$ cat config.mk
export PLATFORM = sky130hd
export DESIGN_NAME = bitonic_sorter_unit
export DESIGN_NICKNAME = d
export VERILOG_FILES = /design/src/rtl/bs_pkg.sv /design/src/rtl/bs_ram.sv /design/src/rtl/bs_seq.sv /design/src/rtl/bitonic_sorter_unit.sv
export SDC_FILE = /design/constraint.sdc
export NUM_CORES = 1
export LEC_CHECK = 0
export ABC_AREA = 1
export BUFFER_PORTS_ARGS = -buffer_cell sky130_fd_sc_hd__buf_2
export CORE_MARGIN = 2
export CORE_UTILIZATION = 45
export DETAILED_ROUTE_END_ITERATION = 10
export PLACE_DENSITY = 0.71
export SETUP_SLACK_MARGIN = 0.15
export SLEW_MARGIN = 20
export SYNTH_ARGS = -nofsm -noshare
export SYNTH_HDL_FRONTEND = slang
export SYNTH_SLANG_ARGS = --single-unit
$ cat constraint.sdc
create_clock -name clk -period 4.9 [get_ports clk]
set_clock_uncertainty 0.15 [all_clocks]
set_input_delay 0.245 -clock clk [delete_from_list [all_inputs] [get_ports clk]]
set_output_delay 0.245 -clock clk [all_outputs]
set_load 0.03 [all_outputs]
$ cat src/rtl/bs_pkg.sv
// bitonic sorter package: sizes, bank mapping, sequencer struct and state codes
// depends on nothing; imported by bs_seq and bitonic_sorter_unit
`default_nettype none

package bs_pkg;

  // batch and network sizes
  localparam int BatchSize = 16;
  localparam int LogP      = (BatchSize > 1) ? $clog2(BatchSize) : 1;
  localparam int NetSize   = 1 << LogP;
  localparam int IdxW      = LogP;
  localparam int CntW      = $clog2(BatchSize + 1);
  localparam int KLogW     = $clog2(LogP + 1);

  // two banks, split by index parity so compare partners never share a bank
  localparam int BankDepth = NetSize / 2;
  localparam int BankAw    = (LogP > 1) ? LogP - 1 : 1;

  // stored entry: pad flag above the 32-bit value
  localparam int ValW   = 32;
  localparam int EntryW = ValW + 1;
  localparam int KeyW   = ValW + 2;

  // register map
  localparam int ApbAw      = 3;
  localparam int ApbDw      = 32;
  localparam int RegSortDir = 0;

  typedef enum logic [1:0] {
    ST_LOAD,
    ST_SORT,
    ST_CAP,
    ST_HOLD
  } bs_state_t;

  typedef struct packed {
    logic            busy;
    logic            issue;
    logic            first;
    logic            blk;
    logic [IdxW-1:0] x;
    logic [IdxW-1:0] y;
  } seq_op_t;

  function automatic logic bank_of(input logic [IdxW-1:0] idx);
    return ^idx;
  endfunction

  function automatic logic [BankAw-1:0] bank_addr(input logic [IdxW-1:0] idx);
    logic [IdxW-1:0] s;
    s = idx >> 1;
    return BankAw'(s);
  endfunction

endpackage

`default_nettype wire

$ cat src/rtl/bs_ram.sv
// generic simple dual-port ram: one write port, one registered read port
// depends on nothing
`default_nettype none

module bs_ram #(
  parameter int Width = 33,
  parameter int Depth = 8
) (
  input  wire                                      clk,
  input  wire                                      we,
  input  wire  [((Depth > 1) ? $clog2(Depth) : 1)-1:0] waddr,
  input  wire  [Width-1:0]                         wdata,
  input  wire  [((Depth > 1) ? $clog2(Depth) : 1)-1:0] raddr,
  output logic [Width-1:0]                         rdata
);

  logic [Width-1:0] mem [Depth];

  always_ff @(posedge clk) begin
    if (we) begin
      mem[waddr] <= wdata;
    end
    rdata <= mem[raddr];
  end

endmodule

`default_nettype wire

$ cat src/rtl/bs_seq.sv
// bitonic network sequencer: walks stages and compare-exchange pairs
// depends on bs_pkg
`default_nettype none

module bs_seq
  import bs_pkg::*;
(
  input  wire     clk,
  input  wire     rst,
  input  wire     start,
  output seq_op_t op_out
);

  localparam logic [BankAw-1:0] OpLast  = BankAw'(NetSize / 2 - 1);
  localparam int                BlkSelW = (IdxW > 1) ? $clog2(IdxW) : 1;

  logic [KLogW-1:0]  k_log;
  logic [KLogW-1:0]  j_log;
  logic [BankAw-1:0] op;
  logic              busy;
  logic              gap;

  logic [IdxW-1:0] opx;
  logic [IdxW-1:0] mask;
  logic [IdxW-1:0] xi;
  logic [IdxW-1:0] sh;

  always_ff @(posedge clk) begin
    if (rst) begin
      busy  <= 1'b0;
      gap   <= 1'b0;
      k_log <= '0;
      j_log <= '0;
      op    <= '0;
    end else if (start) begin
      busy  <= 1'b1;
      gap   <= 1'b0;
      k_log <= KLogW'(1);
      j_log <= '0;
      op    <= '0;
    end else if (busy) begin
      if (gap) begin
        gap <= 1'b0;
      end else if (op == OpLast) begin
        // end of a stage: one idle slot so the last write lands first
        op  <= '0;
        gap <= 1'b1;
        if (j_log == '0) begin
          if (k_log == KLogW'(LogP)) begin
            busy <= 1'b0;
          end else begin
            k_log <= k_log + KLogW'(1);
            j_log <= k_log;
          end
        end else begin
          j_log <= j_log - KLogW'(1);
        end
      end else begin
        op <= op + BankAw'(1);
      end
    end
  end

  // insert a zero at bit j of the pair number to get the lower index
  always_comb begin
    opx  = IdxW'(op);
    sh   = IdxW'(1) << j_log;
    mask = sh - IdxW'(1);
    xi   = ((opx & ~mask) << 1) | (opx & mask);
    op_out.busy  = busy;
    op_out.issue = busy && !gap;
    op_out.first = (k_log == KLogW'(1));
    op_out.x     = xi;
    op_out.y     = xi | sh;
    op_out.blk   = (k_log >= KLogW'(LogP)) ? 1'b0 : xi[k_log[BlkSelW-1:0]];
  end

endmodule

`default_nettype wire

$ cat src/rtl/bitonic_sorter_unit.sv
// bitonic sorter top level: load, in-place banked sort, ordered emit
// depends on bs_pkg, bs_ram and bs_seq
`default_nettype none

// Collects a batch of up to BatchSize signed 32-bit values, one per request,
// and closes it on in_last or when the store is full. The values sit in two
// one-read one-write memory banks split by index parity, so both members of
// each compare-exchange pair are read in one cycle and written back in the
// next. Loading accepts a new value whenever one is offered. The sort runs
// LogP*(LogP+1)/2 stages of NetSize/2 pair operations, one pair issued per
// cycle with an idle gap after each stage so that the next stage reads settled
// data; with BatchSize 16 there are 10 stages, and the first result is then read.
// Slots beyond the batch are marked as pads on the first stage's read and
// always sort to the end. Results then leave one at a time, each read from
// a bank and registered before it is offered, with the last one flagged; no
// new request is taken until the batch is fully out.
// sort_direction (1 ascending, 0 descending, reset 1) is sampled when a batch
// closes, and may only be written while the block is idle.
module bitonic_sorter_unit
  import bs_pkg::*;
(
  input  wire                    clk,
  input  wire                    rst,
  // request channel
  input  wire                    in_valid,
  output logic                   in_ready,
  input  wire  signed [ValW-1:0] in_value,
  input  wire                    in_last,
  // result channel
  output logic                   out_valid,
  input  wire                    out_ready,
  output logic signed [ValW-1:0] out_value,
  output logic                   out_last,
  // configuration port
  input  wire                    psel,
  input  wire                    penable,
  input  wire                    pwrite,
  input  wire  [ApbAw-1:0]       paddr,
  input  wire  [ApbDw-1:0]       pwdata,
  output logic [ApbDw-1:0]       prdata,
  output logic                   pready
);

  localparam logic signed [KeyW-1:0] KeyMax = KeyW'(64'sd1 <<< ValW);
  localparam logic signed [KeyW-1:0] KeyMin = -KeyMax;

  bs_state_t state, state_next;

  logic              sort_direction;
  logic              up;             // direction latched at batch close
  logic [CntW-1:0]   loaded_count;
  logic [IdxW-1:0]   emit_idx;

  // pair in flight between read and write back
  logic              pv;
  logic [IdxW-1:0]   p_x;
  logic [IdxW-1:0]   p_y;
  logic              p_dir;
  logic              p_first;

  seq_op_t           seq_op;
  logic              seq_start;

  // bank ports
  logic              we     [2];
  logic [BankAw-1:0] waddr  [2];
  logic [EntryW-1:0] wdata  [2];
  logic [BankAw-1:0] raddr  [2];
  logic [EntryW-1:0] rdata  [2];

  logic              in_fire;
  logic              out_fire;
  logic              close;
  logic              cfg_wr;
  logic [IdxW-1:0]   load_idx;
  logic [IdxW-1:0]   rd_emit;
  logic [EntryW-1:0] ex;
  logic [EntryW-1:0] ey;
  logic [EntryW-1:0] nx;
  logic [EntryW-1:0] ny;
  logic              swap;
  logic              emit_last;

  function automatic logic signed [KeyW-1:0] key_of(input logic [EntryW-1:0] e,
                                                     input logic dir_up);
    logic signed [KeyW-1:0] k;
    if (e[ValW]) begin
      k = dir_up ? KeyMax : KeyMin;
    end else begin
      k = KeyW'(signed'(e[ValW-1:0]));
    end
    return k;
  endfunction

  // configuration port, no wait states
  assign pready = 1'b1;
  assign cfg_wr = psel && penable && pwrite && pready;

  always_ff @(posedge clk) begin
    if (rst) begin
      sort_direction <= 1'b1;
    end else if (cfg_wr && (paddr[ApbAw-1:2] == (ApbAw-2)'(RegSortDir))) begin
      sort_direction <= pwdata[0];
    end
  end

  always_comb begin
    prdata = '0;
    if (paddr[ApbAw-1:2] == (ApbAw-2)'(RegSortDir)) begin
      prdata = ApbDw'(sort_direction);
    end
  end

  // handshakes
  assign in_ready  = (state == ST_LOAD);
  assign out_valid = (state == ST_HOLD);
  assign in_fire   = in_valid && in_ready;
  assign out_fire  = out_valid && out_ready;
  assign load_idx  = loaded_count[IdxW-1:0];
  assign close     = in_fire && (in_last || (loaded_count == CntW'(BatchSize - 1)));
  assign seq_start = close;
  assign emit_last = ((CntW'(emit_idx) + CntW'(1)) == loaded_count);

  bs_seq u_seq (
    .clk    (clk),
    .rst    (rst),
    .start  (seq_start),
    .op_out (seq_op)
  );

  // state machine
  always_ff @(posedge clk) begin
    if (rst) begin
      state <= ST_LOAD;
    end else begin
      state <= state_next;
    end
  end

  always_comb begin
    state_next = state;
    unique case (state)
      ST_LOAD: begin
        if (close) begin
          state_next = ST_SORT;
        end
      end
      ST_SORT: begin
        // network drained: first result read goes out this cycle
        if (!seq_op.busy && !pv) begin
          state_next = ST_CAP;
        end
      end
      ST_CAP: begin
        state_next = ST_HOLD;
      end
      ST_HOLD: begin
        if (out_fire) begin
          state_next = out_last ? ST_LOAD : ST_CAP;
        end
      end
      default: begin
        state_next = ST_LOAD;
      end
    endcase
  end

  // batch count and direction latch
  always_ff @(posedge clk) begin
    if (rst) begin
      loaded_count <= '0;
      up           <= 1'b1;
    end else begin
      if (in_fire) begin
        loaded_count <= loaded_count + CntW'(1);
      end else if (out_fire && out_last) begin
        loaded_count <= '0;
      end
      if (close) begin
        up <= sort_direction;
      end
    end
  end

  // emit index
  always_ff @(posedge clk) begin
    if (rst) begin
      emit_idx <= '0;
    end else if (state == ST_SORT) begin
      emit_idx <= '0;
    end else if (out_fire) begin
      emit_idx <= emit_idx + IdxW'(1);
    end
  end

  assign rd_emit = (state == ST_SORT) ? '0 : (emit_idx + IdxW'(1));

  // pair pipeline register
  always_ff @(posedge clk) begin
    if (rst) begin
      pv <= 1'b0;
    end else begin
      pv <= (state == ST_SORT) && seq_op.issue;
    end
  end

  always_ff @(posedge clk) begin
    p_x     <= seq_op.x;
    p_y     <= seq_op.y;
    p_first <= seq_op.first;
    p_dir   <= (seq_op.blk == 1'b0) == up;
  end

  // compare-exchange on returned data; pads substituted on the first stage
  always_comb begin
    ex = rdata[bank_of(p_x)];
    ey = rdata[!bank_of(p_x)];
    if (p_first && (CntW'(p_x) >= loaded_count)) begin
      ex = {1'b1, {ValW{1'b0}}};
    end
    if (p_first && (CntW'(p_y) >= loaded_count)) begin
      ey = {1'b1, {ValW{1'b0}}};
    end
    if (p_dir) begin
      swap = key_of(ex, up) > key_of(ey, up);
    end else begin
      swap = key_of(ex, up) < key_of(ey, up);
    end
    nx = swap ? ey : ex;
    ny = swap ? ex : ey;
  end

  // bank port steering; once the network stops, the reads fetch results
  always_comb begin
    for (int b = 0; b < 2; b++) begin
      we[b]    = 1'b0;
      waddr[b] = bank_addr(load_idx);
      wdata[b] = {1'b0, in_value};
      if ((state == ST_SORT) && seq_op.busy) begin
        raddr[b] = (bank_of(seq_op.x) == 1'(b)) ? bank_addr(seq_op.x)
                                                : bank_addr(seq_op.y);
      end else begin
        raddr[b] = bank_addr(rd_emit);
      end
      if (in_fire && (bank_of(load_idx) == 1'(b))) begin
        we[b] = 1'b1;
      end
      if (pv) begin
        we[b] = 1'b1;
        if (bank_of(p_x) == 1'(b)) begin
          waddr[b] = bank_addr(p_x);
          wdata[b] = nx;
        end else begin
          waddr[b] = bank_addr(p_y);
          wdata[b] = ny;
        end
      end
    end
  end

  for (genvar g = 0; g < 2; g++) begin : g_bank
    bs_ram #(
      .Width (EntryW),
      .Depth (BankDepth)
    ) u_bank (
      .clk   (clk),
      .we    (we[g]),
      .waddr (waddr[g]),
      .wdata (wdata[g]),
      .raddr (raddr[g]),
      .rdata (rdata[g])
    );
  end

  // output register
  always_ff @(posedge clk) begin
    if (state == ST_CAP) begin
      out_value <= signed'(rdata[bank_of(emit_idx)][ValW-1:0]);
      out_last  <= emit_last;
    end
  end

  // a closed batch always holds at least one value and never more than the store
  a_count_range: assert property (@(posedge clk) disable iff (rst)
    (state != ST_LOAD) |-> ((loaded_count != '0) &&
                            (loaded_count <= CntW'(BatchSize))))
    else $error("batch count out of range outside load");

  // filling the last entry closes the batch even without in_last
  a_full_close: assert property (@(posedge clk) disable iff (rst)
    (in_fire && (loaded_count == CntW'(BatchSize - 1))) |=> (state == ST_SORT))
    else $error("full store did not close the batch");

  // the network only runs while sorting
  a_seq_in_sort: assert property (@(posedge clk) disable iff (rst)
    (seq_op.busy || pv) |-> (state == ST_SORT))
    else $error("network active outside sort");

  // the last result hands the block back to loading with an empty store
  a_last_return: assert property (@(posedge clk) disable iff (rst)
    (out_fire && out_last) |=> (in_ready && (loaded_count == '0)))
    else $error("block not ready after last result");

endmodule

`default_nettype wire
Word-level counts from Yosys, hierarchy flattened
Memory sizes are Yosys's and may differ from the RTL's. A register that Yosys moved wholly into a read port is not among the register bits.
Cells that the tools add are included.
{"block": "classes", "n_addsub": 7, "order_cmp": 9, "eq_ne": 15, "n_shift": 1, "n_mux": 70, "bitwise": 13, "reduce_logical": 37}
{"op": "$mux 33", "count": 14}
{"op": "$mux 34", "count": 7}
{"op": "$mux 32", "count": 3}
{"op": "$gt 34x34->1", "count": 1}
{"op": "$lt 34x34->1", "count": 1}
{"op": "$mux 3", "count": 11}
{"op": "$mux 1", "count": 26}
{"op": "$reduce_xor 4->1", "count": 4}
{"op": "$logic_and 1x1->1", "count": 15}
{"op": "$ge 4x5->1", "count": 2}
{"op": "$mux 5", "count": 2}
{"op": "$reduce_and 5->1", "count": 2}
{"op": "$mux 2", "count": 4}
{"op": "$ne 2x2->1 const B", "count": 4}
{"op": "$or 4x4->4", "count": 2}
{"op": "$pmux 2 s4", "count": 1}
{"op": "$reduce_bool 2->1", "count": 4}
{"op": "$add 3x1->3 const B", "count": 2}
{"op": "$eq 3x3->1 const B", "count": 2}
{"op": "$ge 2x2->1 const B", "count": 3}
{"op": "$not 1->2", "count": 3}
{"op": "$add 4x1->5 const B", "count": 1}
{"op": "$add 5x1->5 const B", "count": 1}
{"op": "$eq 5x4->1 const B", "count": 1}
{"op": "other kinds (26)", "count": 36}
{"block": "totals", "register_bits": 68, "mem_bits_rw": 528, "inputBits": 75, "word_cells": 172, "mem_count": 2}
{"memory": "g_bank[0].u_bank.mem", "words": 8, "word_bits": 33, "rd": 1, "rd_clocked_by_memory_dff": 1, "wr": 1, "line": "bs_ram.sv:17", "text": "logic [Width-1:0] mem [Depth];"}
{"memory": "g_bank[1].u_bank.mem", "words": 8, "word_bits": 33, "rd": 1, "rd_clocked_by_memory_dff": 1, "wr": 1, "line": "bs_ram.sv:17"}

Depth between registers and ports, before layout
{"block": "depth", "word_depth": 14, "ltp_mapped": 31, "ltp_nobuf": 29}

Modules after synthesis
Synthesis repeated with hierarchy kept, for this count alone.
{"block": "unflattened", "cells_unflattened": 3805, "area_unflattened_um2": 32776.4}
{"module": "bs_ram", "n_inst": 2, "cells_per_inst": 1192, "area_per_inst_um2": 12226.7, "seq_area_each_um2": 8588.2}
{"module": "bitonic_sorter_unit", "n_inst": 1, "cells_per_inst": 1305, "area_per_inst_um2": 7484.7, "seq_area_each_um2": 1471.4}
{"module": "bs_seq", "n_inst": 1, "cells_per_inst": 116, "area_per_inst_um2": 838.3, "seq_area_each_um2": 220.2}

Worst setup path after synthesis
OpenSTA, ideal clock, no wires.
{"block": "synth_timing", "path_type": "flip-flop to flip-flop", "start": "register loaded_count[2]", "end": "memory g_bank[0].u_bank.mem[0][12], data pin", "setup_ps": 284, "arrival_time_ps": 3953, "required_time_ps": 4466, "path_slack_ps": 513, "path_stages_with_launch": 29, "synth_period_minus_slack_ps": 4387, "path_cell_list": "dfxtp_1 -> inv_1 -> ha_1 -> a21o_1 -> a22oi_1 -> o221ai_1 -> nand2_1 -> inv_2 -> or2_2 -> inv_2 -> clkbuf_1 -> nand2_1 -> ha_1 -> nand2_1 -> nor2_1 -> nand3_1 -> nor2_1 -> nand2_1 -> nand2_1 -> nor2_1 -> nand2_1 -> nand2_1 -> nand3_1 -> nand2_1 -> buf_2 -> nand2_1 -> nand3_1 -> nand3_1 -> nand2_1"}
{"block": "synth_via", "elab_chain_cells": 10}
{"element": "start: declaration", "line": "bitonic_sorter_unit.sv:51", "text": "logic [CntW-1:0] loaded_count;"}
{"element": "start signal: assignment", "line": "bitonic_sorter_unit.sv:175", "text": "loaded_count <= loaded_count + CntW'(1);"}
{"element": "$ge 4x5->1, on equally long branches", "line": "bitonic_sorter_unit.sv:218, bitonic_sorter_unit.sv:221"}
{"element": "$logic_and 1x1->1, on equally long branches", "line": "bitonic_sorter_unit.sv:218, bitonic_sorter_unit.sv:221"}
{"element": "$mux 33, on equally long branches", "line": "bitonic_sorter_unit.sv:218, bitonic_sorter_unit.sv:221"}
{"element": "$mux 34", "line": "bitonic_sorter_unit.sv:87", "text": "if (e[ValW]) begin"}
{"element": "$mux 34", "line": "bitonic_sorter_unit.sv:224", "text": "if (p_dir) begin"}
{"element": "$lt 34x34->1 / $gt 34x34->1 (equally long branches)", "line": "bitonic_sorter_unit.sv:227, bitonic_sorter_unit.sv:225"}
{"element": "$mux 1", "line": "bitonic_sorter_unit.sv:224"}
{"element": "$mux 33, on equally long branches", "line": "bitonic_sorter_unit.sv:229, bitonic_sorter_unit.sv:230"}
{"element": "$mux 33 *", "line": "bitonic_sorter_unit.sv:250", "text": "if (bank_of(p_x) == 1'(b)) begin"}
{"element": "$mux 33 *", "line": "bitonic_sorter_unit.sv:248", "text": "if (pv) begin"}
{"element": "via g_bank[0].u_bank.wdata[12]", "line": "bs_ram.sv:12", "text": "input wire [Width-1:0] wdata,"}
{"element": "end: declaration", "line": "bs_ram.sv:17"}
The timed path passes the listed nets; every way through them passes the cells marked *. The select of a mux whose other input is x is not followed.

Worst setup path in the final report
{"block": "layout_timing", "start": "register loaded_count[2]", "end": "memory g_bank[1].u_bank.mem[6][24], data pin"}
{"block": "layout_via", "elab_chain_cells": 10}
{"element": "$ge 4x5->1, on equally long branches", "line": "bitonic_sorter_unit.sv:218, bitonic_sorter_unit.sv:221"}
{"element": "$logic_and 1x1->1, on equally long branches", "line": "bitonic_sorter_unit.sv:218, bitonic_sorter_unit.sv:221"}
{"element": "$mux 33, on equally long branches", "line": "bitonic_sorter_unit.sv:218, bitonic_sorter_unit.sv:221"}
{"element": "$mux 34", "line": "bitonic_sorter_unit.sv:87"}
{"element": "$mux 34", "line": "bitonic_sorter_unit.sv:224"}
{"element": "$lt 34x34->1 / $gt 34x34->1 (equally long branches)", "line": "bitonic_sorter_unit.sv:227, bitonic_sorter_unit.sv:225"}
{"element": "$mux 1", "line": "bitonic_sorter_unit.sv:224"}
{"element": "$mux 33, on equally long branches", "line": "bitonic_sorter_unit.sv:230, bitonic_sorter_unit.sv:229"}
{"element": "$mux 33 *", "line": "bitonic_sorter_unit.sv:250"}
{"element": "$mux 33 *", "line": "bitonic_sorter_unit.sv:248"}
{"element": "via g_bank[1].u_bank.wdata[24]", "line": "bs_ram.sv:12"}
{"element": "end: declaration", "line": "bs_ram.sv:17"}
Marked as above.

==> results.txt <==
The run finished with clean final reports. The tools report the launching point of the worst reg2reg path as loaded_count[2]. Endpoint of the worst hold-timing path: g_bank[1].u_bank.mem[5][25].

Wires add up to 81.8 mm. The run gives 220 MHz as the maximum frequency from static timing analysis. Worst-path cell with the longest stage delay: ha_1.

The count of standard-cell rows is 98. By area the synthesized netlist is led by edfxtp_1 (52%), nand2_1 (12%), nand3_1 (8.5%), dfxtp_1 (6.2%), nand3b_1 (6.1%). For this block, the initial DRC count from the detailed router was 2420. The die covers 74500 um^2. The half-perimeter wire length after placement was 48.6 mm. The clock passes through at most 3 buffers. Fill cells in the final layout number 6265. The routed layout has 24600 vias. The worst hold margin is 7.76 ps, and the count of unique library cells instantiated by Yosys is 43.

Counting stages on the worst path, the most repeated cell is nand2_1. From bottom edge to top edge, the die measures 273 um. TritonCTS built the clock tree.

The total number of H-tree levels is 3, and the post-synthesis register bit count is 662. The critical path capture point type was a register. Counting every instance in the synthesized netlist gives 3560.

The family of cells with the greatest summed delay on the critical path was simple AND/OR/NAND/NOR gates. Summed over all layers, the global routing overflow is 0. The DRC violations left is 0. The worst-case IR drop observed on VDD is 286 uV. Cells fill 51.7% of the core in the end.

The reg-to-reg setup timing slack was 350 ps. Clock tree synthesis selected as its root buffer the cell clkbuf_16. In this run the tightest slew margin relative to its limit is 39.9%. Total of max-cap violations: 0.

In the final routed layout, each cell accounts on average for 17.8 um. Registers take 18900 um^2. The first global-routing pass estimated 124 mm of wire. Worst min-delay path category: in2reg. Cell area after synthesis: 32600 um^2. Entering global routing, the biggest net connects 133 pins.

The critical path data arrival time was 4700 ps; the areal power density over the cells was 439 nW/um^2. At the pin with the least slew margin, the transition time is 901 ps. The worst hold path begins at in_value[25]. Setup total negative slack on the finished layout was measured at 0 ps. The insertion delay to the later sink of the worst-skew pair is 620 ps.

The tools report the sequential cell area fraction in the yosys report as 57.9%. The critical path is of the reg2reg type. For this configuration, the core starts out at a cell density of 45.5%.

The clock period could shrink to 4550 ps. The detailed-routing iteration count for the pre-antenna-repair pass is 6, and the number of buffers created by CTS is 67. The quantity of I/O buffers inserted on ports came out at 77. The biggest area contributor in the post-synthesis netlist is edfxtp_1. For this run, the total global-route usage over all layers was measured as 21.5%. After routing the design area is 37000 um^2. Detail-routed via count per cell: 5.35. The capture instance of the worst register-to-register path is g_bank[1].u_bank.mem[6][24]. The worst hold path passes through 3 cells. The worst setup path is launched from a register.

Data on the critical path is required at its endpoint by 5060 ps. The core box area came out at 71600 um^2. Fraction of final layout cells with drive strength greater than 1: 10.4%. In this run the cell area measured after placement is 34100 um^2. After the last flow step, the layout net total stands at 3731. Setup violations remaining at the end of the flow were counted as 0. The clock net in this run drives a total of 662 sinks. The worst-path maximum fanout works out to 11. For this run, the slowest stage of the critical path takes 340 ps.

The max-slew violation total from the final report was 0. From left edge to right edge, the die measures 273 um. The total count of hold-check failures in the final report was 0; the logic depth of the worst register-to-register path was 27.

For the number of antenna repair diodes, the log shows 0. For this run, the number of Yosys warnings is 0. The count of nets left with antenna violations once routing finished came out at 0.

Routability-driven placement finished with a final weighted congestion of 0.908. For the number of antenna violations at the first check in global routing, the log shows 1. In this run the static leakage power is 15.7 nW. In the final layout, the multi-input gates occupy 11800 um^2. The final worst-path cycle share is 92.8%, and the synthesized area per cell is 9.15 um^2.

From synthesis to final layout, the design area changed by 13.7%. The area share of the leading cell type in the synthesized netlist was 51.7%; the buffer and inverter count on the worst path was 5. The number of global-route vias before repair is 22600, and the clock-pin slew reported for the worst setup and hold paths after clock tree synthesis is 60 ps. Setup repair after global routing left no endpoint under its margin. During I/O placement, the number of pins put on the boundary was 143.
## cell type report
cell class | instances | area share [%]
Sequential cell | 662 | 51.0
Clock inverter | 37 | 1.17
Inverter | 393 | 4.01
Multi-Input combinational cell | 2302 | 32.0
Tap cell | 950 | 3.21
Clock buffer | 87 | 4.90
Timing Repair Buffer | 173 | 3.76
## metrics by stage
step                worst slack, ps  power (mW)  std cells
finish                          353        16.2       4604
global route                   83.4        17.0       4604
CTS                             150        15.9       4600
detailed placement             55.8        10.7       4456
global placement                174        10.6       4456
floorplan                       513        9.54       3590
## flip-flops by register name, indices dropped and copies added (netlist names), 2 cells and up
signal,count
g_bank.u_bank.rdata,66
emit_idx,4
p_y,4
out_value,32
u_seq.j_log,3
state,2
p_x,4
u_seq.k_log,3
u_seq.op,3
g_bank.u_bank.mem,528
loaded_count,5
## synthesized netlist by cell type
cell type	n
buf_4	34
nand2_2	5
ha_1	57
nor4_1	1
o21ai_0	116
buf_2	67
nor3b_1	1
nor2_1	151
clkbuf_1	109
buf_1	23
nand3_1	551
o211ai_1	4
o21bai_1	1
o21ai_1	4
xor2_1	7
o31ai_1	1
edfxtp_1	561
a21oi_2	2
o21a_1	3
a21o_1	4
o2111ai_1	1
a31oi_1	1
nand4_1	4
nand2_1	1035
xnor2_1	5
xor2_2	1
inv_2	10
or2_2	4
conb_1	2
o22ai_1	2
o21ai_2	1
or2_1	1
inv_1	381
and3_1	1
and2_1	1
a211oi_1	7
dfxtp_1	101
a21oi_1	26
nor3_1	4
o221ai_1	2
a22oi_1	2
nand3b_1	264
clkinv_1	2
## power by group
| part | leakage, nW | switching (mW) | internal [mW] | total, mW |
|---|---|---|---|---|
| registers | 5.92 | 0.143 | 6.43 | 6.57 |
| logic | 8.64 | 3.06 | 1.44 | 4.50 |
| clock network | 1.10 | 2.18 | 2.98 | 5.17 |
## layout by cell type (no fill, tap or decap), types with 53 or more instances in the layout
master,n
nand2_1,964
nand3_1,545
nand3b_1,264
buf_2,77
inv_1,381
clkbuf_16,70
nor2_1,128
ha_1,56
edfxtp_1,561
buf_4,53
dfxtp_1,100
o21ai_0,116
## routing by layer
layer / vias up / track usage [%] / part of all wire [%]
met5: - / 0 / 0
met4: 0 / 8.84 / 3.5
met3: 188 / 2.48 / 6.9
met2: 976 / 35.4 / 47
met1: 11600 / 29.2 / 42
li1: 11900 / - / -
## worst max path at each step
stage | start | to | slack [ps] | cells after the start
2_1_floorplan | loaded_count[2] | g_bank[0].u_bank.mem[0][12] | 510 | 28
3_3_place_gp | loaded_count[2] | g_bank[1].u_bank.mem[7][3] | 170 | 27
3_5_place_dp | loaded_count[2] | g_bank[1].u_bank.mem[5][16] | 60 | 27
4_1_cts | loaded_count[2] | g_bank[1].u_bank.mem[4][6] | 150 | 28
5_1_grt | loaded_count[2] | g_bank[1].u_bank.mem[6][24] | 80 | 25
6_report | loaded_count[2] | g_bank[1].u_bank.mem[6][24] | 350 | 27
## worst register-to-register path, cell delays in order, from the launching register on
cell and delay (ps):
dfxtp_1 330, inv_1 80, ha_1 340, a21o_1 170, a22oi_1 140, o221ai_1 130
nand2_1 150, inv_2 60, or2_4 260, clkinv_4 120, buf_12 150, nand2_1 70
ha_1 310, nand2_1 100, nor2_4 150, and2_1 150, nand2_1 60, nand2_1 140
nand2_2 90, nand2_1 120, nand2_1 110, nand3_2 130, nand2_2 100, buf_4 180
nand2_1 80, nand3_1 100, nand3_1 120, nand2_2 150
## logic make-up after synthesis
| logic type | Yosys count | share of synthesized area, % |
|---|---|---|
| fa+ha+maj | 57 | 2.19 |
| flops | 662 | 57.9 |
| buf+inv | 626 | 7.87 |
| simple gates | 2023 | 28.6 |
| xor+xnor | 13 | 0.373 |
| compound gates | 177 | 2.97 |
| other cells | 2 | 0.0231 |
## timing repair
item | CTS | global route
endpoints found under the setup margin | 420 | 528
gates resized for setup | 22 | 108
pin swaps | 0 | 5
endpoints found under the hold margin | 126 | 16
hold buffers | 20 | 2
cloned | 0 | 2
setup buffers | 0 | 0
Power figures use the tool's default switching activity.
